[config.mk]
export PLATFORM = sky130hd
export DESIGN_NAME = slice_timing_cubic_shift
export DESIGN_NICKNAME = d
export VERILOG_FILES = /design/src/hw/rtl/stcs_pkg.sv /design/src/hw/rtl/slice_timing_cubic_shift.sv /design/src/hw/rtl/stcs_ctrl.sv /design/src/hw/rtl/stcs_dp.sv
export SDC_FILE = /design/constraint.sdc
export NUM_CORES = 2
export LEC_CHECK = 0
export BUFFER_PORTS_ARGS = -buffer_cell sky130_fd_sc_hd__buf_2
export CORE_MARGIN = 2
export CORE_UTILIZATION = 40
export CTS_BUF_LIST = sky130_fd_sc_hd__clkbuf_16
export DETAILED_ROUTE_END_ITERATION = 7
export GPL_ROUTABILITY_DRIVEN = 0
export GPL_TIMING_DRIVEN = 0
export PLACE_DENSITY = 0.65
export SETUP_SLACK_MARGIN = 0.5
export SKIP_LAST_GASP = 1
export SLEW_MARGIN = 20
export SYNTH_ARGS = -nofsm -noshare
export SYNTH_HDL_FRONTEND = slang
export SYNTH_HIERARCHICAL = 1
export SYNTH_SLANG_ARGS = --single-unit
[constraint.sdc]
create_clock -name clk -period 12.7 [get_ports clk]
set_clock_uncertainty 0.15 [all_clocks]
set_input_delay 2.54 -clock clk [delete_from_list [all_inputs] [get_ports clk]]
set_output_delay 2.54 -clock clk [all_outputs]
set_load 0.01 [all_outputs]
[src/hw/rtl/stcs_pkg.sv]
// ----------------------------------------------------------------------------
// stcs_pkg
// Widths, constants and controller/datapath interface types of the cubic
// fractional time-shift block.
// ----------------------------------------------------------------------------
package stcs_pkg;

  localparam int SAMPLE_BITS     = 16;
  localparam int SHIFT_FRAC_BITS = 15;
  localparam int SHIFT_BITS      = SHIFT_FRAC_BITS + 1;
  // Weight runs from 0 to 1.0 inclusive, unsigned
  localparam int W_BITS          = SHIFT_FRAC_BITS + 1;
  // Horner accumulator: headroom for coefficient sums of four samples
  localparam int ACC_BITS        = SAMPLE_BITS + 5;
  localparam int PROD_BITS       = ACC_BITS + W_BITS + 1;
  localparam int NUM_STEPS       = 3;
  localparam int STEP_BITS       = 2;

  typedef logic signed [SAMPLE_BITS-1:0] sample_t;
  typedef logic signed [ACC_BITS-1:0]    acc_t;

  localparam logic [W_BITS-1:0] W_ONE = {1'b1, {SHIFT_FRAC_BITS{1'b0}}};
  localparam logic signed [PROD_BITS-1:0] ROUND_HALF =
    {{(PROD_BITS-SHIFT_FRAC_BITS){1'b0}}, 1'b1, {(SHIFT_FRAC_BITS-1){1'b0}}};
  localparam acc_t ACC_HI = {{(ACC_BITS-SAMPLE_BITS+1){1'b0}}, {(SAMPLE_BITS-1){1'b1}}};
  localparam acc_t ACC_LO = {{(ACC_BITS-SAMPLE_BITS+1){1'b1}}, {(SAMPLE_BITS-1){1'b0}}};
  localparam sample_t SAMPLE_MAX = {1'b0, {(SAMPLE_BITS-1){1'b1}}};
  localparam sample_t SAMPLE_MIN = {1'b1, {(SAMPLE_BITS-1){1'b0}}};

  typedef enum logic [1:0] {
    S_IDLE,
    S_PLAN,
    S_MUL,
    S_EMIT
  } state_t;

  // Controller to datapath
  typedef struct packed {
    logic accept;
    logic load;
    logic mul;
    logic emit;
    logic update;
  } cmd_t;

  // Datapath to controller
  typedef struct packed {
    logic has_result;
    logic mul_last;
    logic out_free;
  } status_t;

endpackage

[src/hw/rtl/slice_timing_cubic_shift.sv]
// ----------------------------------------------------------------------------
// slice_timing_cubic_shift
// Shifts a series of signed samples in time by a signed Q1.15 fraction using
// cubic interpolation with clamped ends and saturated results.
// ----------------------------------------------------------------------------
// Usage:
//   Input channel (in_valid / in_stall) takes one sample per request, with
//   in_last_of_series marking the final sample of a series. The result
//   channel (out_valid / out_stall) returns corrected samples in order.
//   cfg_wr_en / cfg_wr_data write the shift; write it only while idle.
// Sequence:
//   A request with no result owed returns to idle after planning. Each
//   result it releases takes a window load, three Horner steps on the
//   shared multiplier and a hand-off to the output register; input stays
//   stalled until all are handed off. The last sample flushes up to three
//   results. Forward shifts trail the input by two samples, backward by one.
// Reset:
//   Clears the shift, history, counts and output valid; ready next cycle.
// Stall:
//   A result waits in the output register; the block keeps working and
//   holds the next result until the register frees up.
// ----------------------------------------------------------------------------
module slice_timing_cubic_shift (
  input  logic                                    clk,
  input  logic                                    rst_n,
  input  logic                                    in_valid,
  output logic                                    in_stall,
  input  logic signed [stcs_pkg::SAMPLE_BITS-1:0] in_sample,
  input  logic                                    in_last_of_series,
  output logic                                    out_valid,
  input  logic                                    out_stall,
  output logic signed [stcs_pkg::SAMPLE_BITS-1:0] out_corrected_sample,
  output logic                                    out_last_result,
  output logic                                    out_saturated,
  input  logic                                    cfg_wr_en,
  input  logic [stcs_pkg::SHIFT_BITS-1:0]         cfg_wr_data
);
  import stcs_pkg::*;

  cmd_t    cmd;
  status_t status;

  stcs_ctrl u_ctrl (
    .clk      (clk),
    .rst_n    (rst_n),
    .in_valid (in_valid),
    .in_stall (in_stall),
    .status   (status),
    .cmd      (cmd)
  );

  stcs_dp u_dp (
    .clk                  (clk),
    .rst_n                (rst_n),
    .cmd                  (cmd),
    .status               (status),
    .cfg_wr_en            (cfg_wr_en),
    .cfg_wr_data          (cfg_wr_data),
    .in_sample            (in_sample),
    .in_last_of_series    (in_last_of_series),
    .out_valid            (out_valid),
    .out_stall            (out_stall),
    .out_corrected_sample (out_corrected_sample),
    .out_last_result      (out_last_result),
    .out_saturated        (out_saturated)
  );

endmodule

[src/hw/rtl/stcs_ctrl.sv]
// ----------------------------------------------------------------------------
// stcs_ctrl
// Sequencer: accepts a request, then per owed result loads the window, runs
// the three Horner steps and hands the result to the output register; then it updates the history.
// ----------------------------------------------------------------------------
module stcs_ctrl (
  input  logic             clk,
  input  logic             rst_n,
  input  logic             in_valid,
  output logic             in_stall,
  input  stcs_pkg::status_t status,
  output stcs_pkg::cmd_t    cmd
);
  import stcs_pkg::*;

  state_t state_r;
  state_t state_nxt;

  // Hold the state
  always_ff @(posedge clk) begin
    if (!rst_n) begin
      state_r <= S_IDLE;
    end else begin
      state_r <= state_nxt;
    end
  end

  // Next state
  always_comb begin
    state_nxt = state_r;
    case (state_r)
      S_IDLE: begin
        if (in_valid) state_nxt = S_PLAN;
      end
      S_PLAN: begin
        state_nxt = status.has_result ? S_MUL : S_IDLE;
      end
      S_MUL: begin
        if (status.mul_last) state_nxt = S_EMIT;
      end
      S_EMIT: begin
        if (status.out_free) state_nxt = S_PLAN;
      end
      default: state_nxt = S_IDLE;
    endcase
  end

  // Commands
  always_comb begin
    cmd      = '0;
    in_stall = 1'b1;
    case (state_r)
      S_IDLE: begin
        in_stall   = 1'b0;
        cmd.accept = in_valid;
      end
      S_PLAN: begin
        cmd.load   = status.has_result;
        cmd.update = !status.has_result;
      end
      S_MUL: begin
        cmd.mul = 1'b1;
      end
      S_EMIT: begin
        cmd.emit = status.out_free;
      end
      default: begin
        in_stall = 1'b1;
      end
    endcase
  end

endmodule

[src/hw/rtl/stcs_dp.sv]
// ----------------------------------------------------------------------------
// stcs_dp
// Datapath: shift register, sample history, clamped window selection,
// cubic coefficients, one shared Horner multiplier and the output register.
// ----------------------------------------------------------------------------
module stcs_dp (
  input  logic                                   clk,
  input  logic                                   rst_n,
  input  stcs_pkg::cmd_t                         cmd,
  output stcs_pkg::status_t                      status,
  input  logic                                   cfg_wr_en,
  input  logic [stcs_pkg::SHIFT_BITS-1:0]        cfg_wr_data,
  input  logic signed [stcs_pkg::SAMPLE_BITS-1:0] in_sample,
  input  logic                                   in_last_of_series,
  output logic                                   out_valid,
  input  logic                                   out_stall,
  output logic signed [stcs_pkg::SAMPLE_BITS-1:0] out_corrected_sample,
  output logic                                   out_last_result,
  output logic                                   out_saturated
);
  import stcs_pkg::*;

  // Configuration and series state
  logic signed [SHIFT_BITS-1:0] shift_r;
  sample_t                      hist0_r, hist1_r, hist2_r;
  logic [1:0]                   seen_r;
  logic [1:0]                   pend_r;

  // Current request
  sample_t           cur_r;
  logic              last_r;
  logic              fwd_r;
  logic [W_BITS-1:0] w_r;
  logic [1:0]        e_r;
  logic [2:0]        left_r;

  // Horner datapath
  acc_t                 acc_r, a1_r, a2_r, a3_r;
  logic [STEP_BITS-1:0] step_r;

  // Output register
  logic    out_valid_r;
  sample_t out_sample_r;
  logic    out_last_r;
  logic    out_sat_r;

  // Request decode
  logic              fwd_in;
  logic [W_BITS-1:0] w_in;
  logic [2:0]        stop_in;
  logic [2:0]        p_ext;
  logic [2:0]        n_in;
  logic [2:0]        pend_sum;
  logic [1:0]        pend_in;

  always_comb begin
    fwd_in   = !shift_r[SHIFT_BITS-1] && (shift_r != '0);
    w_in     = fwd_in ? W_BITS'(shift_r) : W_BITS'(shift_r) + W_ONE;
    stop_in  = in_last_of_series ? 3'd0 : (fwd_in ? 3'd2 : 3'd1);
    p_ext    = {1'b0, pend_r};
    n_in     = (p_ext >= stop_in) ? (p_ext - stop_in + 3'd1) : 3'd0;
    pend_sum = p_ext + 3'd1 - n_in;
    pend_in  = in_last_of_series ? 2'd0 : pend_sum[1:0];
  end

  // Clamped sample at distance d behind the current one
  function automatic sample_t pick(input logic signed [3:0] d, input logic [1:0] seen,
                                   input sample_t cur, input sample_t h0,
                                   input sample_t h1, input sample_t h2);
    logic signed [3:0] dc;
    sample_t           res;
    dc = (d > $signed({2'b00, seen})) ? $signed({2'b00, seen}) : d;
    if (dc <= 4'sd0) begin
      res = cur;
    end else begin
      case (dc)
        4'sd1:   res = h0;
        4'sd2:   res = h1;
        default: res = h2;
      endcase
    end
    return res;
  endfunction

  // Window and cubic coefficients
  logic [2:0]        base;
  logic signed [3:0] base_s;
  acc_t              p0, p1, p2, p3;
  acc_t              a0, a1, a2;

  always_comb begin
    base   = fwd_r ? ({1'b0, e_r} + 3'd1) : ({1'b0, e_r} + 3'd2);
    base_s = $signed({1'b0, base});
    p0 = ACC_BITS'(pick(base_s,         seen_r, cur_r, hist0_r, hist1_r, hist2_r));
    p1 = ACC_BITS'(pick(base_s - 4'sd1, seen_r, cur_r, hist0_r, hist1_r, hist2_r));
    p2 = ACC_BITS'(pick(base_s - 4'sd2, seen_r, cur_r, hist0_r, hist1_r, hist2_r));
    p3 = ACC_BITS'(pick(base_s - 4'sd3, seen_r, cur_r, hist0_r, hist1_r, hist2_r));
    a0 = p3 - p2 - p0 + p1;
    a1 = p0 - p1 - a0;
    a2 = p2 - p0;
  end

  // One Horner step: round(acc * w) + next coefficient
  logic signed [PROD_BITS-1:0] prod;
  logic signed [PROD_BITS-1:0] prod_rnd;
  logic signed [PROD_BITS-1:0] prod_sh;
  acc_t                        coef;
  acc_t                        acc_step;

  always_comb begin
    case (step_r)
      2'd0:    coef = a1_r;
      2'd1:    coef = a2_r;
      default: coef = a3_r;
    endcase
    prod     = acc_r * $signed({1'b0, w_r});
    prod_rnd = prod + ROUND_HALF;
    prod_sh  = prod_rnd >>> SHIFT_FRAC_BITS;
    acc_step = $signed(prod_sh[ACC_BITS-1:0]) + coef;
  end

  // Saturate the finished value
  logic    sat_hi, sat_lo;
  sample_t sat_val;

  always_comb begin
    sat_hi  = acc_r > ACC_HI;
    sat_lo  = acc_r < ACC_LO;
    sat_val = sat_hi ? SAMPLE_MAX : (sat_lo ? SAMPLE_MIN : acc_r[SAMPLE_BITS-1:0]);
  end

  // Status
  always_comb begin
    status.has_result = left_r != 3'd0;
    status.mul_last   = step_r == STEP_BITS'(NUM_STEPS - 1);
    status.out_free   = !out_valid_r || !out_stall;
  end

  // Shift register write
  always_ff @(posedge clk) begin
    if (!rst_n) begin
      shift_r <= '0;
    end else if (cfg_wr_en) begin
      shift_r <= $signed(cfg_wr_data);
    end
  end

  // Series state: pending count advances at accept, history at update
  always_ff @(posedge clk) begin
    if (!rst_n) begin
      hist0_r <= '0;
      hist1_r <= '0;
      hist2_r <= '0;
      seen_r  <= '0;
      pend_r  <= '0;
    end else begin
      if (cmd.accept) pend_r <= pend_in;
      if (cmd.update) begin
        if (last_r) begin
          hist0_r <= '0;
          hist1_r <= '0;
          hist2_r <= '0;
          seen_r  <= '0;
        end else begin
          hist2_r <= hist1_r;
          hist1_r <= hist0_r;
          hist0_r <= cur_r;
          if (seen_r != 2'd3) seen_r <= seen_r + 2'd1;
        end
      end
    end
  end

  // Result countdown
  always_ff @(posedge clk) begin
    if (!rst_n) begin
      left_r <= '0;
    end else if (cmd.accept) begin
      left_r <= n_in;
    end else if (cmd.emit) begin
      left_r <= left_r - 3'd1;
    end
  end

  // Request fields and result index
  always_ff @(posedge clk) begin
    if (cmd.accept) begin
      cur_r  <= in_sample;
      last_r <= in_last_of_series;
      fwd_r  <= fwd_in;
      w_r    <= w_in;
      e_r    <= pend_r;
    end else if (cmd.emit) begin
      e_r <= e_r - 2'd1;
    end
  end

  // Horner step counter
  always_ff @(posedge clk) begin
    if (!rst_n) begin
      step_r <= '0;
    end else if (cmd.load) begin
      step_r <= '0;
    end else if (cmd.mul && !status.mul_last) begin
      step_r <= step_r + STEP_BITS'(1);
    end
  end

  // Load coefficients, then advance the accumulator
  always_ff @(posedge clk) begin
    if (cmd.load) begin
      acc_r <= a0;
      a1_r  <= a1;
      a2_r  <= a2;
      a3_r  <= p1;
    end else if (cmd.mul) begin
      acc_r <= acc_step;
    end
  end

  // Output register: drop when taken, load on emit
  always_ff @(posedge clk) begin
    if (!rst_n) begin
      out_valid_r <= 1'b0;
    end else if (cmd.emit) begin
      out_valid_r <= 1'b1;
    end else if (!out_stall) begin
      out_valid_r <= 1'b0;
    end
  end

  always_ff @(posedge clk) begin
    if (cmd.emit) begin
      out_sample_r <= sat_val;
      out_last_r   <= last_r && (e_r == 2'd0);
      out_sat_r    <= sat_hi || sat_lo;
    end
  end

  assign out_valid            = out_valid_r;
  assign out_corrected_sample = out_sample_r;
  assign out_last_result      = out_last_r;
  assign out_saturated        = out_sat_r;

endmodule

== Word level (Yosys, flattened, before mapping) ==
Index checks and enable logic that the tools add are counted.

* Multiplexer cells: 44
* Bitwise logic cells: 1
* $mul: 1
* $lt $le $gt $ge: 11
* Eq/ne operators: 18
* Add/sub/neg operators: 22
* Reduce and logical (&&, ||, !) cells: 21

{| class="wikitable"
|+ Operators by type and width
! cell !! number
|-
| $mux 16 || 9
|-
| $pmux 16 s2 || 4
|-
| $sub 16x16->17 || 3
|-
| $mux 21 || 2
|-
| $pmux 21 s2 || 1
|-
| $add 36x16->36 const B || 1
|-
| $mul 21x17->36 || 1
|-
| $add 21x16->21 || 1
|-
| $add 21x21->21 || 1
|-
| $gt 21x16->1 const B || 1
|-
| $lt 21x16->1 const B || 1
|-
| $sub 21x21->21 || 1
|-
| $mux 2 || 10
|-
| $mux 3 || 6
|-
| $sub 17x16->18 || 1
|-
| $add 16x16->16 const B || 1
|-
| $eq 4x1->1 const B || 4
|-
| $eq 4x2->1 const B || 4
|-
| $le 4x1->1 const B || 4
|-
| $reduce_bool 16->1 || 1
|-
| $gt 4x3->1 || 3
|-
| $mux 4 || 3
|-
| $mux 1 || 8
|-
| $pmux 2 s4 || 1
|-
| 26 further kinds || 46
|}

* Register bits after elaboration: 209
* Output and inout bits: 20

== Logic depth before layout (Yosys ltp) ==
* Depth in word-level cells: 12
* Mapped depth: 40

== By module ==
The synthesis kept the hierarchy.

{| class="wikitable"
|+ By module, submodules not included
! module !! area each (µm²) !! cells each !! times used
|-
| stcs_dp || 26635.5 || 2836 || 1
|-
| stcs_ctrl || 186.4 || 23 || 1
|}

== Worst setup path before layout ==
Ideal clock, no wire load.

* Kind: flip-flop to flip-flop
* Start: register u_dp.e_r[0]
* End: register u_dp.a1_r[18] (data pin)
* Library setup time: 0.258 ns
* Arrival time: 8.484 ns
* Cell stages (with the launch flop): 39
* Required time: 12.292 ns
* Path slack: 3.808 ns
* Path through: edfxtp_1 inv_1 ha_1 nand2_1 nand2_1 buf_2 ha_1 inv_1 ha_1 a21oi_1 a21oi_1 o31ai_1 a222oi_1 clkbuf_1 nor2_1 a21oi_1 o22ai_1 a21oi_1 [... 3 more ...] fa_1 a21o_1 a21oi_1 o21bai_1 a31oi_1 o21ai_0 a311oi_1 o21bai_1 xor2_1 fa_1 inv_1 ha_1 a21o_1 a21oi_1 o22ai_1 or3b_2 a21oi_1 xnor2_1

* Elaborated cells between the ends (all ways): 39
* Classes of those cells: 10 x add/sub; 8 x order compare; 8 x eq/ne; 13 x mux

{| class="wikitable"
|+ RTL lines
! item !! RTL line !! RTL
|-
| from (decl) || stcs_dp.sv:34 || <nowiki>logic [1:0] e_r;</nowiki>
|-
| from (signal assigned) || stcs_dp.sv:192 || <nowiki>e_r <= pend_r;</nowiki>
|-
| from (signal assigned) || stcs_dp.sv:194 || <nowiki>e_r <= e_r - 2'd1;</nowiki>
|-
| $add 2x2->3 or $add 2x1->3 (tied branches) || stcs_dp.sv:92 || <nowiki>base = fwd_r ? ({1'b0, e_r} + 3'd1) : ({1'b0, e_r} + 3'd2);</nowiki>
|-
| $mux 3 * || stcs_dp.sv:92 ||
|-
| $sub 3x1->4 * || stcs_dp.sv:95 || <nowiki>p1 = ACC_BITS'(pick(base_s - 4'sd1, seen_r, cur_r, hist0_r, hist1_r, hist2_r));</nowiki>
|-
| $gt 4x3->1 || stcs_dp.sv:72 || <nowiki>dc = (d > $signed({2'b00, seen})) ? $signed({2'b00, seen}) : d;</nowiki>
|-
| $mux 4 * || stcs_dp.sv:72 ||
|-
| $eq 4x2->1 or $eq 4x1->1 (tied branches) || stcs_dp.sv:76 || <nowiki>case (dc)</nowiki>
|-
| $pmux 16 s2 || stcs_dp.sv:76 ||
|-
| $mux 16 * || stcs_dp.sv:73 || <nowiki>if (dc <= 4'sd0) begin</nowiki>
|-
| via u_dp.p1[0] || stcs_dp.sv:88 || <nowiki>acc_t p0, p1, p2, p3;</nowiki>
|-
| $add 21x16->21 or $sub 16x16->17 (tied branches) || stcs_dp.sv:98, stcs_dp.sv:99 ||
|-
| $sub 21x21->21 * || stcs_dp.sv:99 || <nowiki>a1 = p0 - p1 - a0;</nowiki>
|-
| via u_dp.a1[18] || stcs_dp.sv:89 || <nowiki>acc_t a0, a1, a2;</nowiki>
|-
| to (signal assigned) || stcs_dp.sv:213 || <nowiki>a1_r <= a1;</nowiki>
|-
| to (decl) || stcs_dp.sv:38 || <nowiki>acc_t acc_r, a1_r, a2_r, a3_r;</nowiki>
|}

The timed path passes the listed nets; every way through them passes the cells marked *.
A chain may end at the register's enable or synchronous reset.

== Worst setup path in the final report ==
Ends and elaborated chain as after synthesis.

==> metrics.txt <==
biggest regs u_dp/acc_r x21, u_dp/a1_r x20, u_dp/a2_r x17; # diodes 0; post-synth cell types 77; drt wl/cell 17.67 um; first-pass GRT wire length 109.7 mm; most common cell after layout, fill and taps aside inv_1; synthesized instance count 2859; number of remaining DRC errors 0; clock sinks roughly 200; WP data required 12.86 ns; Resized Gates After CTS 0; Synth Flop Type edfxtp_1; Async SR Flop Fraction 0%; largest stage delay on the critical path 0.53 ns; Syn. warnings 6; CP max FO 12; Initial Utilization 40.58%; Slew Limit Headroom 24.81%; pin count of the biggest net entering global routing 56; Hold EP u_dp/w_r[2]; register area share after synthesis 20.00%; critical path type register to register; Ports 58; Max Freq 93.23 MHz; RSZ-0062 raised after global routing false; Tmin final 10.73 ns; hold depth 0; clock latency on the worst-skew pair approximately 0.57 ns; Worst-Margin Slew 1.126 ns; H-tree depth 1; R2R setup slack 1.97 ns; hold_sp u_dp/shift_r[2]; post-synth top area cell fa_1; vias per inst 5.095; Placeable Area 0.06610 mm^2; antenna violations before repair 1; largest register by flop count u_dp/acc_r; Net Count, Synth roughly 3500; Synth area leaders fa_1 28%, edfxtp_1 14%, ha_1 10%; fin cells 3826; WP data arrival 10.89 ns; Crit. End Element register; final setup vio count 0; gr usage total 19.99%; outcome complete, no violations; Max-Cap Viols 0; dpl hpwl approximately 56 mm; Die ar. 0.06914 mm^2; maximum clock path buffer count 3; number of hold buffers added after CTS 0; layout cells sized above 1 5.199%; Layout area overhead 8.201%; RR Endpoint u_dp/a1_r[18]; CTS clk-pin slew, worst paths ~0.06 ns; vias in the first global route ~20000; Hold Vio Cnt, Final 0; setup tns final 0 ns; number of synthesized register bits just over 200; CP Launch Type register; GRT overflow 0; initial DRC count 1293; EDFF count, synth 128; Routed Antenna Nets 0; max reg flops 21; syn avg cell area between 9 and 10 um^2; CTS tree built; Die Width 263.0 um; Post-CTS Setup Repair Bufs 0; HP Class register to register; Reg2Reg Depth 38; reg2reg start u_dp/e_r[0]; most frequent cells in the layout 503 x inv_1, 376 x fa_1, 322 x nand2_1; final net count 3576; Mapped Area 0.02682 mm^2; Std-Cell Rows 94; share of the synthesized area in the top cell type 28.06%; clock buffer count from CTS 25; die height about 260 um; Post-Route WL roughly 68 mm; Slew Limit Fails 0; Worst path most repeated cell a21oi_1; CP max stage cell mux2i_1; via count 19493; IO Port Bufs 56; DP Cell Count about 3800; clock root cell clkbuf_16; TritonRoute pass-1 iters 5; Period Utilization, post-route 84.46%
## cell usage after synthesis (all sizes together) (17+ instances only)
library cell,count
a21o,33
a21oi,99
a22oi,19
and2,217
clkbuf,117
dfxtp,76
edfxtp,128
fa,376
ha,219
inv,502
mux2i,98
nand2,322
nand2b,18
nand3,17
nor2,96
nor2b,47
nor3,37
o21ai,58
o22a,17
o22ai,72
xnor2,65
xor2,36
## worst max-delay path by stage
stage / startpoint / end / slack, ns / cells after the start
6_report: u_dp/e_r[0] / u_dp/a1_r[18] / 1.97 / 38
5_1_grt: u_dp/e_r[0] / u_dp/a1_r[18] / 1.39 / 38
4_1_cts: u_dp/e_r[0] / u_dp/a1_r[18] / 2.02 / 38
3_5_place_dp: u_dp/e_r[0] / u_dp/a1_r[18] / 2.10 / 38
3_3_place_gp: u_dp/e_r[0] / u_dp/a1_r[18] / 2.15 / 38
2_1_floorplan: u_dp/e_r[0] / u_dp/a1_r[18] / 3.81 / 38
## worst max-delay path, delay by kind of cell, from the launching register on
kind / cells / cell delay (ns)
buffers and inverters: 6 / 1.04
adder cells (fa/ha/maj): 9 / 3.39
AO/OA/AOI/OAI: 16 / 3.79
flip-flops: 1 / 0.44
AND/OR/NAND/NOR: 4 / 0.69
XOR/XNOR: 2 / 0.43
multiplexers: 1 / 0.53
## stage by stage
step                setup slack (ns)  hold WS, ns  utilization (%)  cell area, um^2
CTS                            2.024       0.3209            43.90            29020
global route                   1.390       0.3352            43.91            29020
finish                         1.974       0.3201            43.91            29020
global placement               2.151       0.2993            42.64            28180
floorplan                      3.808       0.2798                -            26820
detailed placement             2.096       0.3074            42.70            28220
## layer usage
metal	GRT usage (%)	vias up	wire length [um]
li1	-	9384	-
met1	26.43	9499	29610
met2	34.02	510	31950
met3	2.764	100	3605
met4	6.131	0	2437
met5	0	-	0
## layout make-up
class	instances	area (um^2)
fill	6500	37080
multi-input combinational	2021	19070
inverter	503	1888
clock buffer	27	675.6
timing repair buffer	57	300.3
clock inverter	19	120.1
tap	864	1081
sequential	204	5365
buffer	131	519.2
## logic make-up after synthesis
group | share of synthesized area (%)
DFF | 20.00
AOI/OAI and AO/OA | 10.45
adders and majority gates | 38.28
muxes | 4.427
and+or+nand+nor | 14.46
xor gates and xnor gates | 3.410
buffers and inverters | 8.975
Power is left out: the tool's default activity adds up to more than one toggle a clock period on the data nets, which glitch-free logic cannot reach.
